## config.mk

```make
export PLATFORM = sky130hd
export DESIGN_NAME = key_value_line_parser_top
export DESIGN_NICKNAME = d
export VERILOG_FILES = /design/src/design/kvlp_pkg.sv /design/src/design/kvlp_ram.sv /design/src/design/kvlp_fifo.sv /design/src/design/kvlp_front.sv /design/src/design/kvlp_back.sv /design/src/design/key_value_line_parser_top.sv
export SDC_FILE = /design/constraint.sdc
export NUM_CORES = 1
export LEC_CHECK = 0
export BUFFER_PORTS_ARGS = -buffer_cell sky130_fd_sc_hd__buf_2
export CORE_ASPECT_RATIO = 0.7
export CORE_MARGIN = 4
export CORE_UTILIZATION = 55
export DETAILED_ROUTE_END_ITERATION = 10
export GPL_TIMING_DRIVEN = 0
export PLACE_DENSITY = 0.69
export SYNTH_ARGS = -nofsm -noshare
export SYNTH_HDL_FRONTEND = slang
export SYNTH_HIERARCHICAL = 1
export SYNTH_SLANG_ARGS = --single-unit
export TNS_END_PERCENT = 20
```

## constraint.sdc

```tcl
create_clock -name clk -period 6.1 [get_ports clk]
set_clock_uncertainty 0.15 [all_clocks]
set_input_delay 0.305 -clock clk [delete_from_list [all_inputs] [get_ports clk]]
set_output_delay 0.305 -clock clk [all_outputs]
set_load 0.05 [all_outputs]
```

## src/design/kvlp_pkg.sv

```systemverilog
// ----------------------------------------------------------------------------
// kvlp_pkg
// Shared types and constants for the key/value line parser.
// ----------------------------------------------------------------------------
package kvlp_pkg;

    localparam int LINE_BYTES_DEF = 64;
    localparam int LINE_BYTES_MAX = 64;
    localparam int BYTE_W         = 8;
    localparam int LEN_W          = 6;
    localparam int KIND_W         = 2;
    localparam int QUEUE_DEPTH    = 4;

    localparam logic [BYTE_W-1:0] CH_LF    = 8'h0A;
    localparam logic [BYTE_W-1:0] CH_CR    = 8'h0D;
    localparam logic [BYTE_W-1:0] CH_COLON = 8'h3A;
    localparam logic [BYTE_W-1:0] CH_SPACE = 8'h20;
    localparam logic [BYTE_W-1:0] CH_TAB   = 8'h09;

    typedef enum logic [1:0] {
        OP_STORE = 2'd0,
        OP_OVF   = 2'd1,
        OP_LINE  = 2'd2
    } kvlp_op_t;

    typedef enum logic [KIND_W-1:0] {
        KIND_KEY = 2'd0,
        KIND_VAL = 2'd1,
        KIND_END = 2'd2,
        KIND_OVF = 2'd3
    } kvlp_kind_t;

    function automatic logic is_blank(input logic [BYTE_W-1:0] b);
        return (b == CH_SPACE) || (b == CH_TAB);
    endfunction

endpackage

```

## src/design/kvlp_ram.sv

```systemverilog
// ----------------------------------------------------------------------------
// kvlp_ram
// Generic single-write, single-read RAM with registered read data.
// ----------------------------------------------------------------------------
module kvlp_ram #(
    parameter int WIDTH = 8,
    parameter int DEPTH = 64
) (
    input  logic                     clk,
    input  logic                     we,
    input  logic [$clog2(DEPTH)-1:0] waddr,
    input  logic [WIDTH-1:0]         wdata,
    input  logic                     re,
    input  logic [$clog2(DEPTH)-1:0] raddr,
    output logic [WIDTH-1:0]         rdata
);

    logic [WIDTH-1:0] mem [DEPTH];
    logic [WIDTH-1:0] rdata_reg;

    always_ff @(posedge clk)
    begin
        if (we)
        begin
            mem[waddr] <= wdata;
        end
        if (re)
        begin
            rdata_reg <= mem[raddr];
        end
    end

    assign rdata = rdata_reg;

endmodule

```

## src/design/kvlp_fifo.sv

```systemverilog
// ----------------------------------------------------------------------------
// kvlp_fifo
// Short command queue between the front classifier and the back engine.
// ----------------------------------------------------------------------------
module kvlp_fifo #(
    parameter int WIDTH = 16,
    parameter int DEPTH = 4
) (
    input  logic             clk,
    input  logic             rst_n,
    input  logic             push,
    input  logic [WIDTH-1:0] din,
    output logic             full,
    input  logic             pop,
    output logic [WIDTH-1:0] dout,
    output logic             empty
);

    localparam int PW = $clog2(DEPTH);
    localparam int CW = $clog2(DEPTH + 1);

    logic [WIDTH-1:0] mem_reg [DEPTH];
    logic [PW-1:0]    wr_ptr_reg;
    logic [PW-1:0]    rd_ptr_reg;
    logic [CW-1:0]    count_reg;
    logic             do_push;
    logic             do_pop;

    assign full    = (count_reg == CW'(DEPTH));
    assign empty   = (count_reg == '0);
    assign do_push = push && !full;
    assign do_pop  = pop && !empty;
    assign dout    = mem_reg[rd_ptr_reg];

    always_ff @(posedge clk)
    begin
        if (do_push)
        begin
            mem_reg[wr_ptr_reg] <= din;
        end
    end

    always_ff @(posedge clk or negedge rst_n)
    begin
        if (!rst_n)
        begin
            wr_ptr_reg <= '0;
            rd_ptr_reg <= '0;
            count_reg  <= '0;
        end
        else
        begin
            if (do_push)
            begin
                wr_ptr_reg <= wr_ptr_reg + PW'(1);
            end
            if (do_pop)
            begin
                rd_ptr_reg <= rd_ptr_reg + PW'(1);
            end
            if (do_push && !do_pop)
            begin
                count_reg <= count_reg + CW'(1);
            end
            else if (do_pop && !do_push)
            begin
                count_reg <= count_reg - CW'(1);
            end
        end
    end

`ifndef SYNTH
    a_no_push_full: assert property (@(posedge clk) disable iff (!rst_n)
        full |-> !push)
        else $error("queue pushed while full");
    a_no_pop_empty: assert property (@(posedge clk) disable iff (!rst_n)
        empty |-> !pop)
        else $error("queue popped while empty");
    a_count_up: assert property (@(posedge clk) disable iff (!rst_n)
        (do_push && !do_pop) |=> (count_reg == $past(count_reg) + CW'(1)))
        else $error("queue count did not advance");
`endif

endmodule

```

## src/design/kvlp_front.sv

```systemverilog
// ----------------------------------------------------------------------------
// kvlp_front
// Accepts received bytes, keeps the fill count and issues store, overflow
// and line-end commands.
// ----------------------------------------------------------------------------
module kvlp_front
    import kvlp_pkg::*;
#(
    parameter int LINE_BYTES = LINE_BYTES_DEF
) (
    input  logic                          clk,
    input  logic                          rst_n,
    input  logic                          rx_valid,
    output logic                          rx_ready,
    input  logic [BYTE_W-1:0]             rx_byte,
    output logic                          cmd_push,
    output kvlp_op_t                      cmd_op,
    output logic [BYTE_W-1:0]             cmd_byte,
    output logic [$clog2(LINE_BYTES)-1:0] cmd_idx,
    input  logic                          cmd_full
);

    localparam int AW = $clog2(LINE_BYTES);
    localparam logic [AW-1:0] LIMIT = AW'(LINE_BYTES - 1);

    logic [AW-1:0] count_reg;
    logic [AW-1:0] count_next;
    logic          take;

    assign rx_ready = !cmd_full;
    assign take     = rx_valid && rx_ready;
    assign cmd_byte = rx_byte;
    assign cmd_idx  = count_reg;

    always_comb
    begin
        count_next = count_reg;
        cmd_push   = 1'b0;
        cmd_op     = OP_STORE;
        if (take && (rx_byte != CH_CR))
        begin
            if (rx_byte == CH_LF)
            begin
                if (count_reg != '0)
                begin
                    cmd_push   = 1'b1;
                    cmd_op     = OP_LINE;
                    count_next = '0;
                end
            end
            else if (count_reg < LIMIT)
            begin
                cmd_push   = 1'b1;
                cmd_op     = OP_STORE;
                count_next = count_reg + AW'(1);
            end
            else
            begin
                cmd_push   = 1'b1;
                cmd_op     = OP_OVF;
                count_next = '0;
            end
        end
    end

    always_ff @(posedge clk or negedge rst_n)
    begin
        if (!rst_n)
        begin
            count_reg <= '0;
        end
        else
        begin
            count_reg <= count_next;
        end
    end

`ifndef SYNTH
    a_count_limit: assert property (@(posedge clk) disable iff (!rst_n)
        count_reg <= LIMIT)
        else $error("fill count beyond line limit");
    a_line_nonempty: assert property (@(posedge clk) disable iff (!rst_n)
        (cmd_push && cmd_op == OP_LINE) |-> (cmd_idx != '0))
        else $error("line end issued for empty line");
`endif

endmodule

```

## src/design/kvlp_back.sv

```systemverilog
// ----------------------------------------------------------------------------
// kvlp_back
// Executes queued commands: writes the line store, scans an ended line for
// content end, colon and trim bounds; if colon, emits key, value, end marker.
// ----------------------------------------------------------------------------
module kvlp_back
    import kvlp_pkg::*;
#(
    parameter int LINE_BYTES = LINE_BYTES_DEF
) (
    input  logic                          clk,
    input  logic                          rst_n,
    input  logic                          cmd_empty,
    input  kvlp_op_t                      cmd_op,
    input  logic [BYTE_W-1:0]             cmd_byte,
    input  logic [$clog2(LINE_BYTES)-1:0] cmd_idx,
    output logic                          cmd_pop,
    output logic                          res_valid,
    input  logic                          res_ready,
    output logic [KIND_W-1:0]             kind,
    output logic [BYTE_W-1:0]             data_byte,
    output logic [LEN_W-1:0]              key_length,
    output logic [LEN_W-1:0]              value_length,
    output logic                          last
);

    localparam int AW = $clog2(LINE_BYTES);

    typedef enum logic [2:0] {
        S_IDLE,
        S_SCAN_RD,
        S_SCAN_CHK,
        S_EMIT_RD,
        S_EMIT_WAIT,
        S_MARK,
        S_OVF
    } state_t;

    state_t            state_reg, state_next;
    logic [AW-1:0]     i_reg, i_next;
    logic [AW-1:0]     n_reg, n_next;
    logic              colon_reg, colon_next;
    logic              kseen_reg, kseen_next;
    logic              vseen_reg, vseen_next;
    logic [AW-1:0]     ks_reg, ks_next;
    logic [AW-1:0]     ke_reg, ke_next;
    logic [AW-1:0]     vs_reg, vs_next;
    logic [AW-1:0]     ve_reg, ve_next;
    logic [AW-1:0]     ptr_reg, ptr_next;
    logic              pval_reg, pval_next;
    logic              valid_reg, valid_next;
    kvlp_kind_t        kind_reg, kind_next;
    logic [BYTE_W-1:0] data_reg, data_next;
    logic [LEN_W-1:0]  klen_reg, klen_next;
    logic [LEN_W-1:0]  vlen_reg, vlen_next;
    logic              last_reg, last_next;

    logic              ram_we;
    logic              ram_re;
    logic [AW-1:0]     ram_raddr;
    logic [BYTE_W-1:0] ram_rdata;
    logic              out_free;

    kvlp_ram #(
        .WIDTH (BYTE_W),
        .DEPTH (LINE_BYTES)
    ) u_store (
        .clk   (clk),
        .we    (ram_we),
        .waddr (cmd_idx),
        .wdata (cmd_byte),
        .re    (ram_re),
        .raddr (ram_raddr),
        .rdata (ram_rdata)
    );

    assign out_free     = !valid_reg || res_ready;
    assign res_valid    = valid_reg;
    assign kind         = kind_reg;
    assign data_byte    = data_reg;
    assign key_length   = klen_reg;
    assign value_length = vlen_reg;
    assign last         = last_reg;

    always_comb
    begin
        state_next = state_reg;
        i_next     = i_reg;
        n_next     = n_reg;
        colon_next = colon_reg;
        kseen_next = kseen_reg;
        vseen_next = vseen_reg;
        ks_next    = ks_reg;
        ke_next    = ke_reg;
        vs_next    = vs_reg;
        ve_next    = ve_reg;
        ptr_next   = ptr_reg;
        pval_next  = pval_reg;
        valid_next = valid_reg && !res_ready;
        kind_next  = kind_reg;
        data_next  = data_reg;
        klen_next  = klen_reg;
        vlen_next  = vlen_reg;
        last_next  = last_reg;
        cmd_pop    = 1'b0;
        ram_we     = 1'b0;
        ram_re     = 1'b0;
        ram_raddr  = ptr_reg;

        unique case (state_reg)
            S_IDLE:
            begin
                if (!cmd_empty)
                begin
                    cmd_pop = 1'b1;
                    unique case (cmd_op)
                        OP_STORE: ram_we = 1'b1;
                        OP_OVF:   state_next = S_OVF;
                        OP_LINE:
                        begin
                            n_next     = cmd_idx;
                            i_next     = '0;
                            colon_next = 1'b0;
                            kseen_next = 1'b0;
                            vseen_next = 1'b0;
                            ks_next    = '0;
                            ke_next    = '0;
                            state_next = S_SCAN_RD;
                        end
                        default: ;
                    endcase
                end
            end
            S_SCAN_RD:
            begin
                if (i_reg == n_reg)
                begin
                    ptr_next   = ks_reg;
                    pval_next  = 1'b0;
                    state_next = colon_reg ? S_EMIT_RD : S_IDLE;
                end
                else
                begin
                    ram_re     = 1'b1;
                    ram_raddr  = i_reg;
                    state_next = S_SCAN_CHK;
                end
            end
            S_SCAN_CHK:
            begin
                if (ram_rdata == '0)
                begin
                    ptr_next   = ks_reg;
                    pval_next  = 1'b0;
                    state_next = colon_reg ? S_EMIT_RD : S_IDLE;
                end
                else
                begin
                    if (!colon_reg)
                    begin
                        if (ram_rdata == CH_COLON)
                        begin
                            colon_next = 1'b1;
                            vs_next    = i_reg + AW'(1);
                            ve_next    = i_reg + AW'(1);
                        end
                        else if (!is_blank(ram_rdata))
                        begin
                            if (!kseen_reg)
                            begin
                                ks_next    = i_reg;
                                kseen_next = 1'b1;
                            end
                            ke_next = i_reg + AW'(1);
                        end
                    end
                    else if (!is_blank(ram_rdata))
                    begin
                        if (!vseen_reg)
                        begin
                            vs_next    = i_reg;
                            vseen_next = 1'b1;
                        end
                        ve_next = i_reg + AW'(1);
                    end
                    i_next     = i_reg + AW'(1);
                    state_next = S_SCAN_RD;
                end
            end
            S_EMIT_RD:
            begin
                if (!pval_reg && ptr_reg == ke_reg)
                begin
                    pval_next = 1'b1;
                    ptr_next  = vs_reg;
                end
                else if (pval_reg && ptr_reg == ve_reg)
                begin
                    state_next = S_MARK;
                end
                else
                begin
                    ram_re     = 1'b1;
                    state_next = S_EMIT_WAIT;
                end
            end
            S_EMIT_WAIT:
            begin
                if (out_free)
                begin
                    valid_next = 1'b1;
                    kind_next  = pval_reg ? KIND_VAL : KIND_KEY;
                    data_next  = ram_rdata;
                    klen_next  = '0;
                    vlen_next  = '0;
                    last_next  = 1'b0;
                    ptr_next   = ptr_reg + AW'(1);
                    state_next = S_EMIT_RD;
                end
            end
            S_MARK:
            begin
                if (out_free)
                begin
                    valid_next = 1'b1;
                    kind_next  = KIND_END;
                    data_next  = '0;
                    klen_next  = LEN_W'(ke_reg - ks_reg);
                    vlen_next  = LEN_W'(ve_reg - vs_reg);
                    last_next  = 1'b1;
                    state_next = S_IDLE;
                end
            end
            S_OVF:
            begin
                if (out_free)
                begin
                    valid_next = 1'b1;
                    kind_next  = KIND_OVF;
                    data_next  = '0;
                    klen_next  = '0;
                    vlen_next  = '0;
                    last_next  = 1'b1;
                    state_next = S_IDLE;
                end
            end
            default: state_next = S_IDLE;
        endcase
    end

    always_ff @(posedge clk or negedge rst_n)
    begin
        if (!rst_n)
        begin
            state_reg <= S_IDLE;
            valid_reg <= 1'b0;
        end
        else
        begin
            state_reg <= state_next;
            valid_reg <= valid_next;
        end
    end

    always_ff @(posedge clk)
    begin
        i_reg     <= i_next;
        n_reg     <= n_next;
        colon_reg <= colon_next;
        kseen_reg <= kseen_next;
        vseen_reg <= vseen_next;
        ks_reg    <= ks_next;
        ke_reg    <= ke_next;
        vs_reg    <= vs_next;
        ve_reg    <= ve_next;
        ptr_reg   <= ptr_next;
        pval_reg  <= pval_next;
        kind_reg  <= kind_next;
        data_reg  <= data_next;
        klen_reg  <= klen_next;
        vlen_reg  <= vlen_next;
        last_reg  <= last_next;
    end

`ifndef SYNTH
    a_byte_not_last: assert property (@(posedge clk) disable iff (!rst_n)
        (valid_reg && (kind_reg == KIND_KEY || kind_reg == KIND_VAL)) |-> !last_reg)
        else $error("key or value byte flagged last");
    a_marker_last: assert property (@(posedge clk) disable iff (!rst_n)
        (valid_reg && (kind_reg == KIND_END || kind_reg == KIND_OVF))
            |-> (last_reg && data_reg == '0))
        else $error("marker without last or with data");
    a_bounds: assert property (@(posedge clk) disable iff (!rst_n)
        (state_reg == S_EMIT_RD || state_reg == S_EMIT_WAIT || state_reg == S_MARK)
            |-> (ke_reg >= ks_reg && ve_reg >= vs_reg))
        else $error("trim bounds inverted");
`endif

endmodule

```

## src/design/key_value_line_parser_top.sv

```systemverilog
// ----------------------------------------------------------------------------
// key_value_line_parser_top
// Line-buffered key/value command parser: queue-decoupled front and back.
// Flow: a stored byte is queued, then written when the back engine is idle; a
// line end scans each stored byte (read, check) and, if it held a colon, emits
// key and value bytes (read, wait) and an end marker; overflow emits a marker.
// Throughput: one input item per cycle while the 4-entry command queue has
// room; the back engine's single RAM read port sets the line-end cost.
// Reset: rst_n async, clears fill count, queue and state; line store is not.
// ----------------------------------------------------------------------------
module key_value_line_parser_top
    import kvlp_pkg::*;
#(
    parameter int LINE_BYTES = LINE_BYTES_DEF
) (
    input  logic              clk,
    input  logic              rst_n,
    input  logic              rx_valid,
    output logic              rx_ready,
    input  logic [BYTE_W-1:0] rx_byte,
    output logic              res_valid,
    input  logic              res_ready,
    output logic [KIND_W-1:0] kind,
    output logic [BYTE_W-1:0] data_byte,
    output logic [LEN_W-1:0]  key_length,
    output logic [LEN_W-1:0]  value_length,
    output logic              last
);

    localparam int AW = $clog2(LINE_BYTES);
    localparam int QW = 2 + BYTE_W + AW;

    logic              push;
    kvlp_op_t          f_op;
    logic [BYTE_W-1:0] f_byte;
    logic [AW-1:0]     f_idx;
    logic              q_full;
    logic              q_empty;
    logic              q_pop;
    logic [QW-1:0]     q_din;
    logic [QW-1:0]     q_dout;
    kvlp_op_t          b_op;

    kvlp_front #(
        .LINE_BYTES (LINE_BYTES)
    ) u_front (
        .clk      (clk),
        .rst_n    (rst_n),
        .rx_valid (rx_valid),
        .rx_ready (rx_ready),
        .rx_byte  (rx_byte),
        .cmd_push (push),
        .cmd_op   (f_op),
        .cmd_byte (f_byte),
        .cmd_idx  (f_idx),
        .cmd_full (q_full)
    );

    assign q_din = {f_op, f_byte, f_idx};

    kvlp_fifo #(
        .WIDTH (QW),
        .DEPTH (QUEUE_DEPTH)
    ) u_queue (
        .clk   (clk),
        .rst_n (rst_n),
        .push  (push),
        .din   (q_din),
        .full  (q_full),
        .pop   (q_pop),
        .dout  (q_dout),
        .empty (q_empty)
    );

    assign b_op = kvlp_op_t'(q_dout[QW-1 -: 2]);

    kvlp_back #(
        .LINE_BYTES (LINE_BYTES)
    ) u_back (
        .clk          (clk),
        .rst_n        (rst_n),
        .cmd_empty    (q_empty),
        .cmd_op       (b_op),
        .cmd_byte     (q_dout[AW +: BYTE_W]),
        .cmd_idx      (q_dout[AW-1:0]),
        .cmd_pop      (q_pop),
        .res_valid    (res_valid),
        .res_ready    (res_ready),
        .kind         (kind),
        .data_byte    (data_byte),
        .key_length   (key_length),
        .value_length (value_length),
        .last         (last)
    );

endmodule
```

==> summary.txt, run 1 <==
RSZ-0062 raised after global routing = false
Syn avg cell area = 18.3 µm²
Clock sinks = 670
Drt drc = 0
Mapped Nets = 1,539
Most common cell in the netlist = edfxtp_1
Max-cap viol count = 0
Tcrit/Tclk final = 80.8%
Post-synth EDFFs = 653
Clock-pin slew on the worst setup and hold paths = 0.06 ns
Fin Setup TNS = 0 ns
Rel. slew slack = 9.28%
CTS tree = built
First-pass GRT wire length = 98,800 µm
Die footprint = 0.0538 mm²
Asr flop ratio synth = 2.54%
Number of global-route vias before repair = 14,600
PD cells = 567 mW/mm²
DRT antenna net count = 0
Die height = 195 µm
H-tree Lvls = 3
Critical Path AT = 5.07 ns
# IOs = 37
CP peak stage delay = 0.80 ns
Row count = 68
Synth top area share = 71.2%
Peak supply drop = 0.000254 V
Post-layout total power = 17,500 µW
Fmax = 0.203 GHz
Max FO, Critical Path = 10
Cells after Synth = 1,503
Layout Cells excl Fill = 2,330
Initial core utilization = 55.7%
Core Footprint = 0.0494 mm²
Layout cells sized above 1 = 20.4%
Port Buffers = 36
Total gr overflow = 0
CTS Buffer Depth = 3
Yosys Warn Count = 6
Final #Nets = 1,658
Ys flop type = edfxtp_1
Synth-to-layout area growth = 11.8%
Placed Area = 0.0286 mm²
Critical path class = reg2reg
Hold Vio Cnt, Final = 0
Gpl congestion = 0.949
Clock Latency Late Sink = 0.61 ns
Leakage = 0.0101 µW
WL per Instance = 29.0 µm
Root Buffer = clkbuf_16
CP top delay family = buffers and inverters
Min Clock Period, post-route = 4.93 ns
DRT Pass-1 Iters = 6
Status = complete, no violations
Gr usage total = 25.7%
Largest cells by area after synthesis = edfxtp_1 71%, mux4_2 11%, nor2_1 1.6%
DIE WIDTH = 275 µm
CP Cell Sequence = xor2_1 > nor4_1 > and2_1 > or4_1 > buf_4 > mux2_4 > buf_4 > buf_2 > buf_1 > mux4_2 > nor2_1 > nor2_1 > o21ai_0 > nand3_1
CP Data Required Time = 6.25 ns
Max Slew Vio Count = 0
# placed instances = 2,209
Design area = 0.0308 mm²
Worst Tran Pin Value = 1.35 ns
Initial antenna violation count = 0
Largest net degree at the start of global routing = 65
Mapped cell area = 0.0275 mm²
Synth Register Bits = 670
Max reg flops = 512
Worst Setup End Kind = flop
CP Launch Type = flop
Hold WC Path Type = in2async
Hpwl dp = 45,700 µm
Vias post-DR = 15,100
Detailed Route Iter0 Violations = 2,366
Netlist cell types = 76
Crit path buf inv count = 4
Fillers = 3,427
Post-synth top cells = 653 x edfxtp_1, 132 x mux4_2, 119 x nor2_1
Sequential area share after synthesis = 72.7%
Setup repair bufs after CTS = 0
Crit-path slowest cell = buf_1
Synth area leader = edfxtp_1
Hold Worst Slack = 0.0251 ns
Final setup fails = 0
Final wirelength = 67,700 µm
Num CTS Buffers = 66
Vias per cell = 6.46
-- through the flow --
| stage | util, % | setup slack, ns |
|---|---|---|
| after detailed placement | 57.9 | 1.31 |
| after CTS | 62.3 | 1.32 |
| after global placement | 57.8 | 1.33 |
| after global routing | 62.3 | 1.07 |
| final | 62.3 | 1.17 |
| after floorplan | - | 2.56 |
-- repair_timing --
action                    in CTS  in global routing
hold endpoints to repair      50                  0
resized for setup              0                  0
hold buffers                  10                  0
-- report_power, final --
group	total [µW]	leakage, µW	internal [µW]	switching (µW)
Sequential	6660	0.00611	6390	269
Combinational	6890	0.00294	2350	4540
Clock	3920	0.00101	2270	1650
-- area by class of cell --
type / count / area (µm²) / area share (%)
Sequential cell: 670 / 20000 / 65.1
Multi-Input combinational cell: 709 / 6840 / 22.2
Clock buffer: 82 / 1820 / 5.91
Tap cell: 665 / 832 / 2.70
Buffer: 87 / 505 / 1.64
Timing Repair Buffer: 51 / 380 / 1.24
Clock inverter: 28 / 230 / 0.748
Inverter: 37 / 139 / 0.451
Antenna cell: 1 / 2.50 / 0.00813
-- worst paths after layout --
check | from | endpoint | slack, ns | cells after the start
max | u_back/i_reg[5] | u_back/u_store/rdata[5] | 1.17 | 14
min | rst_n | u_front/cmd_idx[0] | 0.03 | 2
max reg2reg | u_back/i_reg[5] | u_back/u_store/rdata[5] | 1.17 | 14
min reg2reg | u_queue/count_reg[2] | u_queue/count_reg[2] | 0.33 | 1
max in group asynchronous | rst_n | u_front/cmd_idx[1] | 5.49 | 2
min in group clk | rx_valid | u_front/cmd_idx[4] | 0.10 | 5
-- per-layer routing --
metal	vias up	wire length [µm]	track usage (%)
met2	876	27800	33.7
met4	0	1630	6.24
met3	122	9430	10.7
li1	6241	-	-
met5	-	0	0
met1	7816	28800	40.2
-- logic make-up (layout without fill, tap and decap cells) --
logic type	Yosys count	after routing	share of synthesized area, %
AO/OA/AOI/OAI	146	146	3.66
adder cells (fa/ha/maj)	24	24	1.17
flip-flops	670	670	72.7
XOR/XNOR	43	43	1.37
multiplexers	170	170	12.8
AND/OR/NAND/NOR	326	326	5.93
buffers and inverters	124	285	2.34
other	0	1	0
-- layout by cell type (no fill, tap or decap), types with 17 or more instances in the layout --
cell type  count
edfxtp_1     653
xor2_1        24
o22ai_1       24
xnor2_1       19
clkbuf_1      47
buf_2         56
nand3_1       34
o21ai_0       27
mux4_2       137
dfrtp_1       17
ha_1          21
nor2_1       119
and2_1        18
nor2b_1       20
buf_4         18
inv_1         35
mux2i_1       20
nand2_1       43
clkbuf_16     71
(Power assumes the default switching activity.)
==> inputs of run 2 (changes only) <==
PLACE_DENSITY = 0.72   (was 0.69)
clock period = 4 ns   (was 6.1 ns; I/O delays follow)
==> run 2 against run 1 <==
The flow now finishes with violations (setup timing). Setup slack got worse by 1.3 ns. Cell count increased by 1.3%. Critical path depth decreased by 2. Sequential power increased by 52%. Clock power increased by 51%. Via count increased by 3.1%. Global-route usage decreased by 0.075 points. Die area unchanged. Register-to-register slack got worse by 1.3 ns. Sequential share of layout area decreased by 1.9 points. First-iteration DRC count increased by 2.0%. Largest power group unchanged.
==> summary.txt, run 2 (same netlist as run 1, synthesis figures left out) <==
Hold WC Path Type = in2reg
Layout Cells excl Fill = 2,361 (+1.3%)
Hold path start = rx_byte[6]
# placed instances = 2,209 (unchanged)
Initial core utilization = 55.7% (unchanged)
Initial antenna violation count = 0 (unchanged)
WL per Instance = 29.3 µm (+0.92%)
Hold Worst Slack = 0.308 ns (+0.283 ns)
Clock sinks = 670 (unchanged)
Post-layout total power = 28,000 µW (+60%)
Max FO, Critical Path = 10 (unchanged)
Fmax = 0.245 GHz (+21%)
Final setup margin = -0.0817 ns (-1.25 ns)
Status = complete, but fails checks
Worst Tran Pin Value = 1.26 ns (-0.0873 ns)
Failing checks = setup timing
Min Clock Period, post-route = 4.08 ns (-0.846 ns)
Sequential cell area = 0.0200 mm² (unchanged)
Root Buffer = clkbuf_16
Vias post-DR = 15,500 (+3.1%)
Largest net degree at the start of global routing = 65 (unchanged)
Hold Path Sink = u_queue/mem_reg[0][12]
Clock-pin slew on the worst setup and hold paths = 0.07 ns (about the same)
PD cells = 882 mW/mm² (+56%)
Max reg flops = 512 (unchanged)
Clock Latency Late Sink = 0.63 ns (+0.02 ns)
Port Buffers = 36 (unchanged)
Die footprint = 0.0538 mm² (unchanged)
Layout cells sized above 1 = 25.7% (+5.3 points)
CP Data Required Time = 4.18 ns (-2.07 ns)
Number of diodes = 0 (-1)
Tcrit/Tclk final = 102% (+21 points)
Leakage = 0.0104 µW (+3.2%)
RSZ-0062 raised after global routing = true
Worst R2R Setup Slack = -0.08 ns (-1.25 ns)
Vias per cell = 6.57 (+1.7%)
CP Launch Type = flop
Peak supply drop = 0.000452 V (+78%)
Max Slew Vio Count = 0 (unchanged)
Drt drc = 0 (unchanged)
Num CTS Buffers = 60 (-9.1%)
Hold Vio Cnt, Final = 0 (unchanged)
Detailed Route Iter0 Violations = 2,414 (+2.0%)
Gr usage total = 25.6% (-0.075 points)
Worst reg2reg path endpoint = u_back/u_store/rdata[2]
CTS tree = built
Final setup fails = 7 (+7)
Critical Path AT = 4.26 ns (-0.81 ns)
Cells on worst reg2reg path = 12 (-2)
First-pass GRT wire length = 100,000 µm (+1.4%)
DRT Pass-1 Iters = 6 (unchanged)
Most frequent cells in the layout = 653 x edfxtp_1, 137 x mux4_2, 107 x nor2_1
Worst hold stages = 3
Number of global-route vias before repair = 14,700 (+0.97%)
Hpwl dp = 45,900 µm (+0.50%)
Row count = 68 (unchanged)
# IOs = 37 (unchanged)
Fillers = 3,289 (-4.0%)
Most common cell after layout, fill and taps aside = edfxtp_1
Total gr overflow = 0 (unchanged)
CTS Buffer Depth = 3 (unchanged)
Synth-to-layout area growth = 15.1%
Fin Setup TNS = -0.152 ns (-0.152 ns)
Worst Setup End Kind = flop
Critical path class = reg2reg
DIE WIDTH = 275 µm (unchanged)
Core Footprint = 0.0494 mm² (unchanged)
Final #Nets = 1,682 (+1.4%)
Rel. slew slack = 15.1% (+5.9 points)
Worst reg2reg startpoint = u_back/i_reg[4]
DRT antenna net count = 0 (unchanged)
Multi-input gate area = 0.00721 mm² (+5.4%)
Max-cap viol count = 0 (unchanged)
H-tree Lvls = 2 (-1)
Die height = 195 µm (unchanged)
Post-layout util = 64.1% (+1.9 points)
Final wirelength = 69,200 µm (+2.3%)
Gpl congestion = 0.948 (about the same)
run 2: changes by cell type in the layout (fill, tap and decap cells not counted), sizes merged:
cell         before  now
buf              91  115
bufinv            4    9
clkbuf          119  113
clkinv           25   27
clkinvlp          0    3
diode             1    0
dlygate4sd3      10   12
inv              36   38
run 2: worst max path at each step:
stage	start	to	slack, ns	cells after the start
floorplan	u_back/i_reg[3]	u_back/u_store/rdata[7]	0.46	13
global placement	u_back/i_reg[5]	u_back/u_store/rdata[0]	-0.72	12
detailed placement	u_back/i_reg[5]	u_back/u_store/rdata[0]	-0.75	12
CTS	u_back/i_reg[5]	u_back/u_store/rdata[2]	0.004	11
global route	u_back/i_reg[4]	u_back/u_store/rdata[1]	-0.08	13
finish	u_back/i_reg[4]	u_back/u_store/rdata[2]	-0.08	12
run 2: metal layers:
layer,GRT usage (%),vias up,wire length [µm]
met1,41.5,7989,28900
met2,34.6,1067,28500
met3,7.91,154,10100
met4,5.55,0,1710
met5,0,-,0
li1,-,6308,-
run 2: where the power goes:
group          switching, µW  internal [µW]  total (µW)
logic                   7440           4460       11900
registers                412           9740       10100
clock network           2500           3410        5920
total                  10400          17600       28000
run 2: critical path, cell delays in order (launching register included):
cell and delay (ns):
edfxtp_1 0.40, buf_8 0.16, xor2_4 0.18, nor4_4 0.07, and2_4 0.17, or4_4 0.52
mux2_4 0.41, buf_12 0.21, buf_12 0.20, mux4_2 0.51, a21oi_1 0.21, o211ai_1 0.21
a32o_1 0.37
run 2: through the flow:
step	cell area [µm²]	setup WS, ns
6_report	31700	-0.0817
5_1_grt	31700	-0.0787
4_1_cts	31300	0.00380
3_5_place_dp	28600	-0.753
3_3_place_gp	28600	-0.720
2_1_floorplan	27500	0.456
run 2: final cells by class:
class | count | share of cell area, %
buffer | 84 | 2.28
clock buffer | 72 | 5.01
clock inverter | 40 | 1.40
inverter | 37 | 0.442
multi-input combinational | 709 | 22.7
sequential | 670 | 63.2
tap | 665 | 2.62
timing repair buffer | 84 | 2.30
run 2: what timing repair did:
item                       in CTS  in global routing
hold endpoints to repair       53                  0
resized for setup             112                 44
pin swaps                       8                  9
gates cloned                    1                  4
setup endpoints to repair       8                 92
hold buffers                   12                  0
buffers inserted               15                 11
==> inputs of run 3 (changes only) <==
--- a/config.mk
+++ b/config.mk
@@ -13,4 +13,5 @@
 export GPL_TIMING_DRIVEN = 0
 export PLACE_DENSITY = 0.72
+export RECOVER_POWER = 50
 export SYNTH_ARGS = -nofsm -noshare
 export SYNTH_HDL_FRONTEND = slang
==> constraint.sdc (replaced) <==
create_clock -name clk -period 4 [get_ports clk]
set_clock_uncertainty 0.15 [all_clocks]
set_input_delay 0.8 -clock clk [delete_from_list [all_inputs] [get_ports clk]]
set_output_delay 0.8 -clock clk [all_outputs]
set_load 0.05 [all_outputs]
==> run 3 against run 2 <==
First-iteration DRC count is 10% higher. Sequential cell count unchanged. The run ends with capacitance limit, slew limit, setup timing left. Core utilization decreased by 0.36 points. Clock power barely moved. Global-route usage about the same. Count of clock-buffer cells in the layout unchanged. Largest cell class unchanged. Total power rose by 0.23%. Sequential share of layout area rose by 0.36 points.
==> summary.txt, run 3 (same netlist as run 1, synthesis figures left out) <==
Die footprint = 0.0538 mm² (unchanged)
Layout Cells excl Fill = 2,354 (-0.30%)
Most common cell after layout, fill and taps aside = edfxtp_1
Fillers = 3,301 (+0.36%)
Synth-to-layout area growth = 14.5%
Clock-pin slew on the worst setup and hold paths = 0.07 ns (about the same)
Clock sinks = 670 (unchanged)
Fmax = 0.245 GHz (about the same)
Detailed Route Iter0 Violations = 2,655 (+10%)
# IOs = 37 (unchanged)
Drt drc = 0 (unchanged)
Final wirelength = 69,500 µm (+0.39%)
Hold Vio Cnt, Final = 0 (unchanged)
Clock Latency Late Sink = 0.62 ns (about the same)
Max-cap viol count = 5 (+5)
Pre-CTS setup slack = -0.753 ns (unchanged)
Core Footprint = 0.0494 mm² (unchanged)
Largest net degree at the start of global routing = 65 (unchanged)
Final setup fails = 6 (-1)
Initial antenna violation count = 0 (unchanged)
Final setup margin = -0.0819 ns (-0.000111 ns)
Hpwl dp = 45,900 µm (unchanged)
Worst Tran Pin Value = 2.42 ns (+1.16 ns)
Hold WC Path Type = reg2reg
Gpl congestion = 0.948 (unchanged)
CP Data Required Time = 4.17 ns (about the same)
Max reg flops = 512 (unchanged)
Critical Path AT = 4.25 ns (about the same)
Peak supply drop = 0.000429 V (-5.0%)
Gr usage total = 25.6% (-0.043 points)
Number of diodes = 0 (unchanged)
Worst Setup End Kind = flop
Initial core utilization = 55.7% (unchanged)
CP Launch Type = flop
Total gr overflow = 0 (unchanged)
Number of global-route vias before repair = 14,700 (-0.39%)
Critical path class = reg2reg
Max FO, Critical Path = 8 (-2)
# placed instances = 2,209 (unchanged)
CTS tree = built
RSZ-0062 raised after global routing = true
Die height = 195 µm (unchanged)
Final #Nets = 1,675 (-0.42%)
DRT Pass-1 Iters = 8 (+2)
Vias post-DR = 15,600 (+0.25%)
Row count = 68 (unchanged)
Failing checks = capacitance limit, slew limit, setup timing
First-pass GRT wire length = 99,900 µm (-0.23%)
H-tree Lvls = 2 (unchanged)
Vias per cell = 6.61 (+0.55%)
CTS Buffer Depth = 3 (unchanged)
Multi-input gate area = 0.00720 mm² (-0.12%)
WL per Instance = 29.5 µm (+0.68%)
Leakage = 0.0102 µW (-1.6%)
Most frequent cells in the layout = 653 x edfxtp_1, 137 x mux4_2, 108 x nor2_1
Status = complete, but fails checks
DIE WIDTH = 275 µm (unchanged)
Tcrit/Tclk final = 102% (about the same)
PD cells = 889 mW/mm² (+0.80%)
Num CTS Buffers = 60 (unchanged)
Layout cells sized above 1 = 23.1% (-2.6 points)
Root Buffer = clkbuf_16
Max Slew Vio Count = 170 (+170)
DRT antenna net count = 0 (unchanged)
Min Clock Period, post-route = 4.08 ns (+0.000111 ns)
Rel. slew slack = -61.3% (-76 points)
Port Buffers = 36 (unchanged)
Sequential cell area = 0.0200 mm² (unchanged)
## run 3: cell types whose count changed in the layout (fill, tap and decap cells not counted), sizes merged
cell / delta
buf: -48
dlygate4sd3: -11
clkbuf: +52
## run 3: path summary, 6_finish.rpt
check                                startpoint                      end  slack (ns)  cells past startpoint
hold reg to reg            u_queue/count_reg[2]     u_queue/count_reg[2]        0.34                      1
setup / recovery                u_back/i_reg[4]  u_back/u_store/rdata[4]       -0.08                     11
setup reg to reg                u_back/i_reg[4]  u_back/u_store/rdata[4]       -0.08                     11
min in group asynchronous                 rst_n     u_queue/count_reg[1]        0.75                      2
hold / removal             u_queue/count_reg[2]     u_queue/count_reg[2]        0.34                      1
max in group asynchronous                 rst_n       u_front/cmd_idx[2]        2.33                      2
## run 3: repair_timing
item | CTS | global route
hold buffers | 1 | 0
setup endpoints to repair | 8 | 82
hold endpoints to repair | 17 | 0
setup buffers | 15 | 12
cloned | 1 | 7
gates resized for setup | 112 | 54
pin swaps | 8 | 15
## run 3: cell type report
class,instances,area share (%)
multi-input combinational,709,22.9
inverter,37,0.444
clock inverter,40,1.40
clock buffer,72,5.04
tap,665,2.64
timing repair buffer,77,1.81
buffer,84,2.27
sequential,670,63.5
## run 3: metrics by stage
step	total power (µW)	hold slack, ns	utilization [%]	TNS (ns)	cell area [µm²]
2_1_floorplan	16700	0.295	-	0	27500
3_3_place_gp	20100	0.314	57.8	-4.72	28600
3_5_place_dp	20500	0.318	57.9	-4.86	28600
4_1_cts	27200	0.334	63.2	0	31200
5_1_grt	29000	0.359	63.8	-0.361	31500
6_report	28000	0.343	63.8	-0.186	31500
## run 3: metal layers
layer	global-route usage, %	share of wire [%]	vias up
li1	-	-	6295
met3	7.90	15	154
met4	5.44	2.6	0
met2	34.5	41	1082
met1	41.5	41	8026
met5	0	0	-
## run 3: critical path, cell delays in order (launching register included)
cell and delay, ns:
edfxtp_1 0.40, buf_8 0.16, xor2_4 0.18, nor4_4 0.07, and2_4 0.17, or4_4 0.51
mux2_4 0.42, buf_12 0.21, mux4_2 0.57, a2111oi_1 0.56, nor3_1 0.09, a22o_1 0.29
## run 3: where the power goes
part           total (µW)  switching, µW  internal (µW)
sequential          10200            409           9790
combinational       11900           7510           4410
clock                5910           2500           3410
